### src/rcsp_pkg.sv
// Shared types and constants for the command stream parser.
// Used by rcsp_front, rcsp_queue, rcsp_back and resp_command_stream_parser.
package rcsp_pkg;

    localparam int DEF_MAX_ARRAY = 256;
    localparam int DEF_LEN_BITS  = 32;

    localparam int QUEUE_DEPTH = 4;
    localparam int QPTR_W      = $clog2(QUEUE_DEPTH);

    localparam int PADDR_W = 3;
    localparam int PDATA_W = 32;
    localparam int CFG_W   = 9;

    localparam logic [PADDR_W-3:0] REG_MAX_ELEMENTS = '0;
    localparam logic [CFG_W-1:0]   MAX_ELEMENTS_RST = 9'd256;

    localparam logic [7:0] CH_STAR   = 8'h2A;
    localparam logic [7:0] CH_DOLLAR = 8'h24;
    localparam logic [7:0] CH_CR     = 8'h0D;
    localparam logic [7:0] CH_LF     = 8'h0A;
    localparam logic [7:0] CH_PLUS   = 8'h2B;
    localparam logic [7:0] CH_MINUS  = 8'h2D;
    localparam logic [7:0] CH_ZERO   = 8'h30;
    localparam logic [7:0] CH_NINE   = 8'h39;
    localparam logic [7:0] CH_SPACE  = 8'h20;
    localparam logic [7:0] CH_TAB    = 8'h09;

    typedef enum logic [3:0] {
        PH_HUNT,
        PH_COUNT,
        PH_ELEM,
        PH_LEN,
        PH_PAYLOAD,
        PH_TRAIL_CR,
        PH_TRAIL_LF
    } phase_t;

    typedef enum logic [1:0] {
        NS_SPACE,
        NS_SIGN,
        NS_DIGITS,
        NS_DONE
    } num_stage_t;

    typedef enum logic [1:0] {
        KIND_PAYLOAD,
        KIND_ELEM_END,
        KIND_CMD_DONE,
        KIND_ABORT
    } kind_t;

    // Results caused by one request byte, in emit order: payload, element end,
    // command done; abort stands alone.
    typedef struct packed {
        logic       pay_v;
        logic       end_v;
        logic       cmp_v;
        logic       abt_v;
        logic [7:0] data;
        logic [7:0] index;
    } rcsp_rec_t;

    typedef struct packed {
        logic      valid;
        rcsp_rec_t rec;
    } rcsp_entry_t;

    function automatic logic is_space(logic [7:0] c);
        return (c == CH_SPACE) || ((c >= CH_TAB) && (c <= CH_CR));
    endfunction

endpackage

### src/rcsp_front.sv
// Front end: one request byte per cycle while q_full is low; runs the framing
// state machine and number-line reader and pushes a result record. Uses rcsp_pkg.
module rcsp_front #(
    parameter int MAX_ARRAY = rcsp_pkg::DEF_MAX_ARRAY,
    parameter int LEN_BITS  = rcsp_pkg::DEF_LEN_BITS
) (
    input  logic                       clk,
    input  logic                       rst_n,
    input  logic [rcsp_pkg::CFG_W-1:0] max_elements,
    input  logic                       in_valid,
    input  logic [7:0]                 in_byte,
    input  logic                       q_full,
    output rcsp_pkg::rcsp_entry_t      push
);
    import rcsp_pkg::*;

    localparam int ACC_W = LEN_BITS + 1;
    localparam int CNT_W = $clog2(MAX_ARRAY + 1);
    localparam logic [CFG_W-1:0] ARRAY_LIM = CFG_W'(MAX_ARRAY);
    localparam logic [ACC_W-1:0] ACC_MAX = '1;

    phase_t               phase_reg, phase_next;
    logic [ACC_W-1:0]     acc_reg, acc_next;
    logic                 neg_reg, neg_next;
    num_stage_t           stage_reg, stage_next;
    logic                 pcr_reg, pcr_next;
    logic [CNT_W-1:0]     el_left_reg, el_left_next;
    logic [7:0]           cur_elem_reg, cur_next;
    logic [LEN_BITS-1:0]  bytes_left_reg, bytes_left_next;

    logic                 accept;
    logic                 is_digit;
    logic                 line_end;
    logic [3:0]           dig4;
    logic [ACC_W+3:0]     acc_x10;
    logic [ACC_W-1:0]     acc_dig;
    num_stage_t           stage_cr, stage_ln;
    logic [ACC_W-1:0]     acc_ln;
    logic                 neg_ln, pcr_ln;
    logic [CFG_W-1:0]     lim;
    logic                 count_ok;
    logic [LEN_BITS-1:0]  len_val;
    rcsp_rec_t            rec;
    logic                 run_hunt, run_elem, run_finish;

    assign accept   = in_valid && !q_full;
    assign is_digit = (in_byte >= CH_ZERO) && (in_byte <= CH_NINE);
    assign line_end = pcr_reg && (in_byte == CH_LF);
    assign dig4     = 4'(in_byte - CH_ZERO);
    assign acc_x10  = ({4'b0, acc_reg} << 3) + ({4'b0, acc_reg} << 1)
                    + {{ACC_W{1'b0}}, dig4};
    assign acc_dig  = (|acc_x10[ACC_W+3:ACC_W]) ? ACC_MAX : acc_x10[ACC_W-1:0];

    assign lim      = (max_elements > ARRAY_LIM) ? ARRAY_LIM : max_elements;
    assign count_ok = !neg_reg && (acc_reg != '0) && (acc_reg <= ACC_W'(lim));
    assign len_val  = neg_reg ? '0 :
                      (acc_reg[LEN_BITS] ? '1 : acc_reg[LEN_BITS-1:0]);

    // number line reader: held CR is fed as white space before this byte
    always_comb
    begin
        stage_cr = stage_reg;
        if (pcr_reg && (stage_reg == NS_SIGN || stage_reg == NS_DIGITS))
        begin
            stage_cr = NS_DONE;
        end
        acc_ln   = acc_reg;
        neg_ln   = neg_reg;
        stage_ln = stage_cr;
        pcr_ln   = 1'b0;
        if (line_end)
        begin
            stage_ln = stage_reg;
        end
        else if (in_byte == CH_CR)
        begin
            pcr_ln = 1'b1;
        end
        else
        begin
            case (stage_cr)
                NS_SPACE:
                begin
                    if (!is_space(in_byte))
                    begin
                        if (in_byte == CH_PLUS)
                        begin
                            stage_ln = NS_SIGN;
                        end
                        else if (in_byte == CH_MINUS)
                        begin
                            neg_ln   = 1'b1;
                            stage_ln = NS_SIGN;
                        end
                        else if (is_digit)
                        begin
                            acc_ln   = acc_dig;
                            stage_ln = NS_DIGITS;
                        end
                        else
                        begin
                            stage_ln = NS_DONE;
                        end
                    end
                end
                NS_SIGN, NS_DIGITS:
                begin
                    if (is_digit)
                    begin
                        acc_ln   = acc_dig;
                        stage_ln = NS_DIGITS;
                    end
                    else
                    begin
                        stage_ln = NS_DONE;
                    end
                end
                default:
                begin
                    stage_ln = stage_cr;
                end
            endcase
        end
    end

    always_comb
    begin
        phase_next      = phase_reg;
        acc_next        = acc_reg;
        neg_next        = neg_reg;
        stage_next      = stage_reg;
        pcr_next        = pcr_reg;
        el_left_next    = el_left_reg;
        cur_next        = cur_elem_reg;
        bytes_left_next = bytes_left_reg;
        rec             = '0;
        rec.index       = cur_elem_reg;
        run_hunt        = 1'b0;
        run_elem        = 1'b0;
        run_finish      = 1'b0;

        case (phase_reg)
            PH_HUNT:
            begin
                run_hunt = 1'b1;
            end
            PH_COUNT:
            begin
                acc_next   = acc_ln;
                neg_next   = neg_ln;
                stage_next = stage_ln;
                pcr_next   = pcr_ln;
                if (line_end)
                begin
                    if (count_ok)
                    begin
                        el_left_next = acc_reg[CNT_W-1:0];
                        cur_next     = '0;
                        phase_next   = PH_ELEM;
                    end
                    else
                    begin
                        phase_next = PH_HUNT;
                    end
                end
            end
            PH_ELEM:
            begin
                run_elem = 1'b1;
            end
            PH_LEN:
            begin
                acc_next   = acc_ln;
                neg_next   = neg_ln;
                stage_next = stage_ln;
                pcr_next   = pcr_ln;
                if (line_end)
                begin
                    bytes_left_next = len_val;
                    if (len_val == '0)
                    begin
                        run_finish = 1'b1;
                    end
                    else
                    begin
                        phase_next = PH_PAYLOAD;
                    end
                end
            end
            PH_PAYLOAD:
            begin
                rec.pay_v       = 1'b1;
                rec.data        = in_byte;
                bytes_left_next = bytes_left_reg - LEN_BITS'(1);
                if (bytes_left_reg == LEN_BITS'(1))
                begin
                    run_finish = 1'b1;
                end
            end
            PH_TRAIL_CR:
            begin
                if (in_byte == CH_CR)
                begin
                    phase_next = PH_TRAIL_LF;
                end
                else if (el_left_reg == '0)
                begin
                    run_hunt = 1'b1;
                end
                else
                begin
                    run_elem = 1'b1;
                end
            end
            PH_TRAIL_LF:
            begin
                // lone CR: it is replayed first, then this byte hunts
                if (in_byte == CH_LF)
                begin
                    phase_next = (el_left_reg == '0) ? PH_HUNT : PH_ELEM;
                end
                else
                begin
                    if (el_left_reg != '0)
                    begin
                        rec.abt_v    = 1'b1;
                        el_left_next = '0;
                    end
                    run_hunt = 1'b1;
                end
            end
            default:
            begin
                run_hunt = 1'b1;
            end
        endcase

        if (run_finish)
        begin
            rec.end_v    = 1'b1;
            el_left_next = el_left_reg - CNT_W'(1);
            if (el_left_reg == CNT_W'(1))
            begin
                rec.cmp_v = 1'b1;
            end
            cur_next   = cur_elem_reg + 8'd1;
            phase_next = PH_TRAIL_CR;
        end

        if (run_elem)
        begin
            if (in_byte == CH_DOLLAR)
            begin
                acc_next   = '0;
                neg_next   = 1'b0;
                stage_next = NS_SPACE;
                pcr_next   = 1'b0;
                phase_next = PH_LEN;
            end
            else
            begin
                rec.abt_v    = 1'b1;
                el_left_next = '0;
                run_hunt     = 1'b1;
            end
        end

        if (run_hunt)
        begin
            if (in_byte == CH_STAR)
            begin
                acc_next   = '0;
                neg_next   = 1'b0;
                stage_next = NS_SPACE;
                pcr_next   = 1'b0;
                phase_next = PH_COUNT;
            end
            else
            begin
                phase_next = PH_HUNT;
            end
        end
    end

    assign push.valid = accept && (rec.pay_v || rec.end_v || rec.cmp_v || rec.abt_v);
    assign push.rec   = rec;

    always_ff @(posedge clk or negedge rst_n)
    begin
        if (!rst_n)
        begin
            phase_reg      <= PH_HUNT;
            acc_reg        <= '0;
            neg_reg        <= 1'b0;
            stage_reg      <= NS_SPACE;
            pcr_reg        <= 1'b0;
            el_left_reg    <= '0;
            cur_elem_reg   <= '0;
            bytes_left_reg <= '0;
        end
        else if (accept)
        begin
            phase_reg      <= phase_next;
            acc_reg        <= acc_next;
            neg_reg        <= neg_next;
            stage_reg      <= stage_next;
            pcr_reg        <= pcr_next;
            el_left_reg    <= el_left_next;
            cur_elem_reg   <= cur_next;
            bytes_left_reg <= bytes_left_next;
        end
    end

`ifndef SYNTHESIS
    a_payload_nonempty: assert property (@(posedge clk) disable iff (!rst_n)
        phase_reg == PH_PAYLOAD |-> bytes_left_reg != '0)
        else $error("payload phase with no bytes left");

    a_elem_has_count: assert property (@(posedge clk) disable iff (!rst_n)
        phase_reg == PH_ELEM |-> el_left_reg != '0)
        else $error("element phase with no elements left");

    a_push_on_accept: assert property (@(posedge clk) disable iff (!rst_n)
        push.valid |-> (in_valid && !q_full))
        else $error("record pushed without an accepted byte");
`endif

endmodule

### src/rcsp_queue.sv
// Short record queue between the parser front end and the result sequencer.
// Uses rcsp_pkg for the record type and depth.
module rcsp_queue (
    input  logic                  clk,
    input  logic                  rst_n,
    input  rcsp_pkg::rcsp_entry_t push,
    input  logic                  pop,
    output rcsp_pkg::rcsp_entry_t head,
    output logic                  full
);
    import rcsp_pkg::*;

    rcsp_rec_t         mem_reg [QUEUE_DEPTH];
    logic [QPTR_W-1:0] wr_ptr_reg, rd_ptr_reg;
    logic [QPTR_W:0]   count_reg, count_next;
    logic              do_push, do_pop;

    assign full       = (count_reg == (QPTR_W+1)'(QUEUE_DEPTH));
    assign head.valid = (count_reg != '0);
    assign head.rec   = mem_reg[rd_ptr_reg];
    assign do_push    = push.valid && !full;
    assign do_pop     = pop && head.valid;

    always_comb
    begin
        count_next = count_reg;
        if (do_push && !do_pop)
        begin
            count_next = count_reg + (QPTR_W+1)'(1);
        end
        else if (do_pop && !do_push)
        begin
            count_next = count_reg - (QPTR_W+1)'(1);
        end
    end

    always_ff @(posedge clk)
    begin
        if (do_push)
        begin
            mem_reg[wr_ptr_reg] <= push.rec;
        end
    end

    always_ff @(posedge clk or negedge rst_n)
    begin
        if (!rst_n)
        begin
            wr_ptr_reg <= '0;
            rd_ptr_reg <= '0;
            count_reg  <= '0;
        end
        else
        begin
            if (do_push)
            begin
                wr_ptr_reg <= wr_ptr_reg + QPTR_W'(1);
            end
            if (do_pop)
            begin
                rd_ptr_reg <= rd_ptr_reg + QPTR_W'(1);
            end
            count_reg <= count_next;
        end
    end

`ifndef SYNTHESIS
    a_count_bound: assert property (@(posedge clk) disable iff (!rst_n)
        count_reg <= (QPTR_W+1)'(QUEUE_DEPTH))
        else $error("queue count beyond depth");

    a_no_push_full: assert property (@(posedge clk) disable iff (!rst_n)
        push.valid |-> !full)
        else $error("push into full queue");

    a_no_pop_empty: assert property (@(posedge clk) disable iff (!rst_n)
        pop |-> head.valid)
        else $error("pop from empty queue");
`endif

endmodule

### src/rcsp_back.sv
// Result sequencer: walks the head record and issues its results one per
// cycle on the output channel while out_stall is low. Uses rcsp_pkg.
module rcsp_back (
    input  logic                  clk,
    input  logic                  rst_n,
    input  rcsp_pkg::rcsp_entry_t head,
    output logic                  pop,
    output logic                  out_valid,
    input  logic                  out_stall,
    output logic [1:0]            kind,
    output logic [7:0]            data,
    output logic [7:0]            element_index,
    output logic                  last
);
    import rcsp_pkg::*;

    logic  sent_pay_reg, sent_end_reg;
    kind_t cur_kind;
    logic  cur_last;
    logic  fire;

    always_comb
    begin
        if (head.rec.pay_v && !sent_pay_reg)
        begin
            cur_kind = KIND_PAYLOAD;
            cur_last = !head.rec.end_v && !head.rec.cmp_v;
        end
        else if (head.rec.end_v && !sent_end_reg)
        begin
            cur_kind = KIND_ELEM_END;
            cur_last = !head.rec.cmp_v;
        end
        else if (head.rec.cmp_v)
        begin
            cur_kind = KIND_CMD_DONE;
            cur_last = 1'b1;
        end
        else
        begin
            cur_kind = KIND_ABORT;
            cur_last = 1'b1;
        end
    end

    assign out_valid     = head.valid;
    assign kind          = cur_kind;
    assign data          = (cur_kind == KIND_PAYLOAD) ? head.rec.data : 8'd0;
    assign element_index = head.rec.index;
    assign last          = cur_last;
    assign fire          = out_valid && !out_stall;
    assign pop           = fire && cur_last;

    always_ff @(posedge clk or negedge rst_n)
    begin
        if (!rst_n)
        begin
            sent_pay_reg <= 1'b0;
            sent_end_reg <= 1'b0;
        end
        else if (pop)
        begin
            sent_pay_reg <= 1'b0;
            sent_end_reg <= 1'b0;
        end
        else if (fire)
        begin
            if (cur_kind == KIND_PAYLOAD)
            begin
                sent_pay_reg <= 1'b1;
            end
            if (cur_kind == KIND_ELEM_END)
            begin
                sent_end_reg <= 1'b1;
            end
        end
    end

`ifndef SYNTHESIS
    a_record_continues: assert property (@(posedge clk) disable iff (!rst_n)
        (fire && !cur_last) |=> out_valid)
        else $error("record dropped before its last result");

    a_final_kinds_last: assert property (@(posedge clk) disable iff (!rst_n)
        (out_valid && (cur_kind == KIND_ABORT || cur_kind == KIND_CMD_DONE)) |-> cur_last)
        else $error("abort or command done not flagged last");

    a_end_sent_then_done: assert property (@(posedge clk) disable iff (!rst_n)
        (out_valid && sent_end_reg) |-> head.rec.cmp_v)
        else $error("element end sent but record continues without done");
`endif

endmodule

### src/resp_command_stream_parser.sv
// Command stream parser top level: register port, front end, queue, sequencer.
// Each result is registered in the record queue and offered from its head.
// Throughput: one request byte per cycle while in_stall is low; a byte with two
// or three results holds the output for each; a 4-entry record queue absorbs it.
// Reset: asynchronous, active low; parser idles hunting, max_elements = 256.
// Depends on rcsp_pkg, rcsp_front, rcsp_queue, rcsp_back.
module resp_command_stream_parser #(
    parameter int MAX_ARRAY = rcsp_pkg::DEF_MAX_ARRAY,
    parameter int LEN_BITS  = rcsp_pkg::DEF_LEN_BITS
) (
    input  logic                         clk,
    input  logic                         rst_n,
    input  logic                         psel,
    input  logic                         penable,
    input  logic                         pwrite,
    input  logic [rcsp_pkg::PADDR_W-1:0] paddr,
    input  logic [rcsp_pkg::PDATA_W-1:0] pwdata,
    output logic [rcsp_pkg::PDATA_W-1:0] prdata,
    output logic                         pready,
    input  logic                         in_valid,
    output logic                         in_stall,
    input  logic [7:0]                   in_byte,
    output logic                         out_valid,
    input  logic                         out_stall,
    output logic [1:0]                   kind,
    output logic [7:0]                   data,
    output logic [7:0]                   element_index,
    output logic                         last
);
    import rcsp_pkg::*;

    logic [CFG_W-1:0] max_elements_reg;
    logic             reg_sel;
    logic             q_full;
    logic             pop;
    rcsp_entry_t      push;
    rcsp_entry_t      head;

    assign pready   = 1'b1;
    assign reg_sel  = (paddr[PADDR_W-1:2] == REG_MAX_ELEMENTS);
    assign prdata   = reg_sel ? {{(PDATA_W-CFG_W){1'b0}}, max_elements_reg} : '0;
    assign in_stall = q_full;

    always_ff @(posedge clk or negedge rst_n)
    begin
        if (!rst_n)
        begin
            max_elements_reg <= MAX_ELEMENTS_RST;
        end
        else if (psel && penable && pwrite && pready && reg_sel)
        begin
            max_elements_reg <= pwdata[CFG_W-1:0];
        end
    end

    rcsp_front #(
        .MAX_ARRAY (MAX_ARRAY),
        .LEN_BITS  (LEN_BITS)
    ) u_front (
        .clk          (clk),
        .rst_n        (rst_n),
        .max_elements (max_elements_reg),
        .in_valid     (in_valid),
        .in_byte      (in_byte),
        .q_full       (q_full),
        .push         (push)
    );

    rcsp_queue u_queue (
        .clk   (clk),
        .rst_n (rst_n),
        .push  (push),
        .pop   (pop),
        .head  (head),
        .full  (q_full)
    );

    rcsp_back u_back (
        .clk           (clk),
        .rst_n         (rst_n),
        .head          (head),
        .pop           (pop),
        .out_valid     (out_valid),
        .out_stall     (out_stall),
        .kind          (kind),
        .data          (data),
        .element_index (element_index),
        .last          (last)
    );

endmodule

### config.mk
export PLATFORM = sky130hd
export DESIGN_NAME = resp_command_stream_parser
export DESIGN_NICKNAME = d
export VERILOG_FILES = /design/src/rcsp_pkg.sv /design/src/rcsp_front.sv /design/src/rcsp_queue.sv /design/src/rcsp_back.sv /design/src/resp_command_stream_parser.sv
export SDC_FILE = /design/constraint.sdc
export NUM_CORES = 1
export LEC_CHECK = 0
export BUFFER_PORTS_ARGS = -buffer_cell sky130_fd_sc_hd__buf_2
export CAP_MARGIN = 20
export CORE_MARGIN = 2
export CORE_UTILIZATION = 61
export CTS_CLUSTER_SIZE = 14
export DETAILED_ROUTE_END_ITERATION = 7
export PLACE_DENSITY_LB_ADDON = 0.15
export RECOVER_POWER = 25
export SLEW_MARGIN = 15
export SYNTH_ARGS = -nofsm -noshare
export SYNTH_HDL_FRONTEND = slang
export SYNTH_SLANG_ARGS = --single-unit
### constraint.sdc
create_clock -name clk -period 4.43 [get_ports clk]
set_clock_uncertainty 0.15 [all_clocks]
set_input_delay 0.2215 -clock clk [delete_from_list [all_inputs] [get_ports clk]]
set_output_delay 0.2215 -clock clk [all_outputs]
set_load 0.1 [all_outputs]
==> impl_metrics.csv, run 1 <==
group,metric,value,unit
die,io_pins,104,
sta,maxSlewHeadroom,-25.27,%
clock_network,cts_sinks,184,
die,design.die.area,21170,um^2
die,rows,51,
clock_network,cts_buffers,17,
flow_run,drv_cap,1,
power_and_ir_drop,ir_worst_vdd,0.0003185,V
clock_network,root_buffer,"clkbuf_16",
clock_network,clk_pin_slew_worst_paths,80,ps
clock_network,postCtsSetupBuffers,0,
clock_network,cts_tree,"done",
logic_synthesis,ys_ff_latch,184,
sta,min_period,4215,ps
clock_network,clock_path_buffers,2,
logic_synthesis,synth_cells,1290,
routing,route.detailed.drc,0,
sta,fin_crit_sh,95.14,%
final_layout,final_cell_mix,"o21ai_0 (135), nand2_1 (129), dfrtp_1 (107)",
routing,wire_per_inst,19.57,um
worst_setup_path,critPathLaunchType,"flop",
final_layout,area_growth_syn_to_layout,10.90,%
worst_setup_path,worstPathArrival,4390,ps
worst_setup_path,cp_data_required_time,4610,ps
routing,firstDrtPassIters,6,
placement,routabilityCongestion,0.9438,
placement,portBuffers,54,
power_and_ir_drop,power_density,586.2,nW/um^2
final_layout,drive_gt1_share,12.34,%
final_layout,fin_nets,1496,
final_layout,largest_register_ffs,76,
worst_setup_path,crit_path_end_kind,"flop",
logic_synthesis,yosysSeqAreaShare,40.83,%
sta,setup_violations,0,
sta,tightest_slew,1879,ps
global_routing,grt_use_total,30.48,%
die,die_w,145.5,um
hold_path,min_path_type,"in -> reg",
global_routing,grt_pass1_vias,9856,
routing,postRouteAntennaNets,0,
clock_network,clkLatencyLatePin,440,ps
global_routing,grt_pass1_wl,51980,um
final_layout,mostFrequentLayoutCell,"o21ai_0",
power_and_ir_drop,p_leak,5.927,nW
worst_setup_path,crit_fanout,42,
logic_synthesis,synth_edf_count,76,
logic_synthesis,yosys-top-cells-area,"dfrtp_1 (22%), edfxtp_1 (19%), ha_1 (8.9%), o21ai_0 (5.6%), nand2_1 (4.0%)",
final_layout,n_fill_cell,1484,
run_status,run_status,"finished, violations left",
run_status,violations,"max-capacitance violations, max-slew violations",
routing,routed_via_density,6.484,
global_routing,grt_start_max_net_pins,52,
global_routing,antenna_found_initial,1,
placement,hpwl,22480,um
logic_synthesis,netlist_area,12210,um^2
logic_synthesis,synth_cell_types,80,
routing,wl,32010,um
sta,fmax,0.2373,GHz
global_routing,overflow,0,
worst_setup_path,critical_path_class,"reg -> reg",
logic_synthesis,async_flop_share,58.70,%
die,initial_utilization,62.55,%
die,dieHeight,145.5,um
clock_network,h-tree-depth,4,
sta,rsz0062_at_grt,"no",
logic_synthesis,synth_top_area_cell,"dfrtp_1",
sta,drv_slew,33,
die,core_area,19530,um^2
sta,hold_violations,0,
sta,tns,0,ps
logic_synthesis,syn_area_per_cell,9.467,um^2
routing,num_vias,10600,
routing,dr.first_iter.drc_count,1077,
sta,whs,101.2,ps
logic_synthesis,yosysWarnings,0,
logic_synthesis,dominantRegCellSynth,"dfrtp_1",
logic_synthesis,synth_top_area_share,21.92,%
[stage by stage]
step / worst slack [ps] / total power [W] / area (um^2) / instances / util, %
3_5_place_dp: 250.8 / 0.006307 / 12800 / 1590 / 65.54
4_1_cts: 217.6 / 0.007912 / 13540 / 1634 / 69.34
2_1_floorplan: 541.1 / 0.005377 / 12300 / 1312 / -
5_1_grt: 56.09 / 0.008403 / 13540 / 1635 / 69.36
3_3_place_gp: 282.3 / 0.006231 / 12800 / 1590 / 65.54
6_report: 215.5 / 0.007940 / 13540 / 1635 / 69.36
[cells in the mapped netlist, types with 11 or more instances]
cell	n
a31oi_1	18
a21oi_1	78
buf_4	24
a22o_1	13
nand4_1	11
nand3_1	25
nand2b_1	14
clkbuf_1	43
xnor2_1	24
o22ai_1	31
nor2_1	74
and3_1	26
mux4_2	19
dfrtp_1	107
o21a_1	13
nor4_1	15
xor2_1	17
nor2b_1	30
nor3_1	35
inv_1	49
o21ai_0	136
or3_1	11
and2_1	18
edfxtp_1	76
nand2_1	129
a21o_1	15
ha_1	87
[path summary, 6_finish.rpt]
check | start | endpoint | slack, ps | cells after the start
min in group asynchronous | rst_n | u_front.bytes_left_reg[16]$_DFFE_PN0P_ | 510 | 2
worst max-delay path | u_front.acc_reg[0]$_DFFE_PN0P_ | u_front.acc_reg[30]$_DFFE_PN0P_ | 220 | 15
worst max register to register | u_front.acc_reg[0]$_DFFE_PN0P_ | u_front.acc_reg[30]$_DFFE_PN0P_ | 220 | 15
worst min register to register | u_queue.count_reg[2]$_DFFE_PN0P_ | u_queue.count_reg[2]$_DFFE_PN0P_ | 340 | 1
max in group asynchronous | rst_n | u_front.cur_elem_reg[0]$_DFFE_PN0P_ | 1220 | 3
worst min-delay path | in_byte[7] | u_queue.mem_reg[0][15]$_DFFE_PP_ | 100 | 2
[cells by family (layout without fill, tap and decap cells)]
group | Yosys count | after routing | synth area share, %
AOI/OAI and AO/OA | 392 | 392 | 20.08
adders and majority gates | 90 | 90 | 9.405
other | 2 | 25 | 0.06149
DFF | 184 | 184 | 40.83
xor gates and xnor gates | 41 | 41 | 2.940
and+or+nand+nor | 418 | 418 | 17.13
muxes | 32 | 32 | 4.672
buffers and inverters | 131 | 188 | 4.887
[power breakdown]
group / internal, W / leakage [nW] / switching, W
clock: 0.000788 / 0.303 / 0.000802
combinational: 0.00134 / 3.55 / 0.00266
sequential: 0.00198 / 2.08 / 0.000372
total: 0.00410 / 5.93 / 0.00383
[what timing repair did]
action,CTS,global route
endpoints found under the setup margin,0,1
gates resized for setup,0,2
hold buffers,12,0
hold endpoints to repair,36,0
[metal layers]
metal / track usage, % / wire length (um)
met1: 43.72 / 13670
met2: 47.96 / 15040
met3: 5.266 / 2524
met4: 9.118 / 770
met5: 0 / 0
[worst max-delay path, stage by stage (launching register included)]
cell and delay (ps):
dfrtp_1 440, inv_1 100, fa_1 520, inv_1 80
ha_1 290, a21o_1 170, o21a_1 200, a221oi_1 320
buf_4 200, o211ai_1 140, a311oi_1 410, mux2i_1 280
o2111ai_2 150, buf_6 230, o221a_2 270, a21o_1 140
[layout make-up]
class | count | area [um^2] | share of cell area (%)
Multi-Input combinational cell | 997 | 6736 | 49.74
Antenna cell | 1 | 2.502 | 0.01848
Timing Repair Buffer | 104 | 670.6 | 4.952
Inverter | 52 | 195.2 | 1.441
Sequential cell | 184 | 4986 | 36.81
Tap cell | 265 | 331.6 | 2.448
Clock inverter | 15 | 196.4 | 1.450
Clock buffer | 17 | 425.4 | 3.141
No activity file was read; power rests on OpenSTA's default activity.
==> run 2, diff against run 1 <==
==> constraint.sdc (replaced) <==
create_clock -name clk -period 4.29 [get_ports clk]
set_clock_uncertainty 0.15 [all_clocks]
set_input_delay 0.2145 -clock clk [delete_from_list [all_inputs] [get_ports clk]]
set_output_delay 0.2145 -clock clk [all_outputs]
set_load 0.1 [all_outputs]
==> impl_metrics.csv, run 2 (synthesis results as in run 1) <==
group,metric,value,unit
run_status,run_status,"finished, violations left",
run_status,violations,"max-capacitance violations, max-slew violations",
global_routing,antenna_found_initial,0,
final_layout,finalNonFillerCells,1650,
power_and_ir_drop,p_leak,6.027,nW
final_layout,final_cell_area,13690,um^2
sta,hold_violations,0,
global_routing,grt_pass1_vias,9767,
placement,place_inst,1606,
routing,dr.first_iter.drc_count,1015,
final_layout,n_fill_cell,1503,
final_layout,final_cell_mix,"o21ai_0 (135), nand2_1 (129), dfrtp_1 (107)",
worst_setup_path,r2r-start,"u_front.acc_reg[0]$_DFFE_PN0P_",
hold_path,min_path_type,"in -> reg",
final_layout,multi_input_area,6733,um^2
final_layout,fin_util,70.11,%
placement,routabilityCongestion,1.000,
power_and_ir_drop,power_density,605.3,nW/um^2
final_layout,area_growth_syn_to_layout,12.09,%
die,core_area,19530,um^2
worst_setup_path,regToRegSetupSlack,200,ps
final_layout,seq_area,4986,um^2
routing,wire_per_inst,19.28,um
routing,routed_via_density,6.319,
worst_setup_path,worstPathArrival,4270,ps
clock_network,clkLatencyLatePin,440,ps
global_routing,grt_start_max_net_pins,44,
worst_setup_path,crit_fanout,42,
sta,tightest_slew,1626,ps
routing,num_vias,10430,
global_routing,overflow,0,
routing,postRouteAntennaNets,0,
die,die_w,145.5,um
sta,rsz0062_at_grt,"no",
global_routing,grt_pass1_wl,51290,um
clock_network,cts_buffers,17,
final_layout,drive_gt1_share,13.36,%
clock_network,root_buffer,"clkbuf_16",
sta,setup_violations,0,
worst_setup_path,critical_path_class,"reg -> reg",
flow_run,drv_cap,1,
clock_network,cts_tree,"done",
worst_setup_path,worstRegToRegCells,14,
worst_setup_path,crit_path_end_kind,"flop",
final_layout,largest_register_ffs,76,
routing,wl,31810,um
die,design.die.area,21170,um^2
placement,portBuffers,54,
routing,route.detailed.drc,0,
power_and_ir_drop,ir_worst_vdd,0.0004230,V
sta,drv_slew,29,
clock_network,clk_pin_slew_worst_paths,80,ps
sta,tns,0,ps
hold_path,holdPathEnd,"u_queue.mem_reg[2][14]$_DFFE_PP_",
clock_network,cts_sinks,184,
sta,fin_crit_sh,95.40,%
worst_setup_path,critPathLaunchType,"flop",
global_routing,grt_use_total,30.16,%
final_layout,antenna_cells,0,
worst_setup_path,reg2reg_to,"u_front.acc_reg[27]$_DFFE_PN0P_",
sta,whs,75.70,ps
worst_setup_path,max_stage_delay,510,ps
final_layout,mostFrequentLayoutCell,"o21ai_0",
placement,hpwl,23150,um
worst_setup_path,cp_slowest_cell,"fa_1",
worst_setup_path,cp_data_required_time,4470,ps
placement,placed_area,12930,um^2
sta,fmax,0.2444,GHz
hold_path,hp-start,"in_byte[6]",
die,rows,51,
sta,maxSlewHeadroom,-8.402,%
clock_network,clock_path_buffers,2,
hold_path,whs_path_depth,2,
die,initial_utilization,62.55,%
final_layout,fin_nets,1512,
die,io_pins,104,
sta,min_period,4092,ps
worst_setup_path,cp_cell_sequence,"inv_1 -> fa_1 -> inv_1 -> fa_1 -> a21o_1 -> a221oi_2 -> o311a_1 -> nor3_1 -> or3_1 -> a221oi_2 -> o2111ai_2 -> buf_12 -> o211a_1 -> o22a_1",
routing,firstDrtPassIters,8,
clock_network,h-tree-depth,4,
die,dieHeight,145.5,um
run 2: repair_timing:
item	in CTS	in global routing
endpoints found under the setup margin	0	2
hold endpoints to repair	37	0
setup buffers	0	0
resized for setup	0	1
hold buffers	12	0
run 2: how the worst max path moves through the flow:
| stage | startpoint | to | slack [ps] |
|---|---|---|---|
| 2_1_floorplan | u_front.acc_reg[0]$_DFFE_PN0P_ | u_front.acc_reg[27]$_DFFE_PN0P_ | 400 |
| 3_3_place_gp | in_byte[3] | u_front.acc_reg[30]$_DFFE_PN0P_ | 160 |
| 3_5_place_dp | in_byte[3] | u_front.acc_reg[27]$_DFFE_PN0P_ | 60 |
| 4_1_cts | u_front.acc_reg[0]$_DFFE_PN0P_ | u_front.acc_reg[27]$_DFFE_PN0P_ | 140 |
| 5_1_grt | u_front.acc_reg[0]$_DFFE_PN0P_ | u_front.acc_reg[30]$_DFFE_PN0P_ | 20 |
| 6_report | u_front.acc_reg[0]$_DFFE_PN0P_ | u_front.acc_reg[27]$_DFFE_PN0P_ | 200 |
run 2: final cells by class:
class	instances	share of cell area, %
clock buffers	17	3.108
clock inverters	15	1.572
inverters	52	1.426
multi-input cells	997	49.18
flip-flops and latches	184	36.42
well taps	265	2.422
repair buffers	120	5.868
run 2: power breakdown:
part	leakage (nW)	internal [W]	total [W]	switching [W]
registers	2.08	0.00204	0.00237	0.000324
clock network	0.309	0.000824	0.00166	0.000839
logic	3.64	0.00143	0.00426	0.00283
total	6.03	0.00430	0.00829	0.00399
run 2: metrics by stage:
step                setup slack [ps]  power [W]
floorplan                      401.1   0.005553
global placement               163.4   0.006514
detailed placement             64.38   0.006580
CTS                            137.5   0.008260
global route                   24.53   0.008769
finish                         197.5   0.008287
run 2: routing by layer:
layer	part of all wire, %	GRT usage [%]	vias to the layer above
met1	44	44.21	4975
met5	0	0	-
li1	-	-	4928
met3	8.4	5.016	48
met4	1.7	7.304	0
met2	46	47.39	475
run 2: worst max-delay path: cells and delay by family, from the launching register on:
family	cells	cell delay, ps
simple gates	2	460
buf+inv	3	360
flops	1	350
fa+ha+maj	2	980
compound gates	7	1660
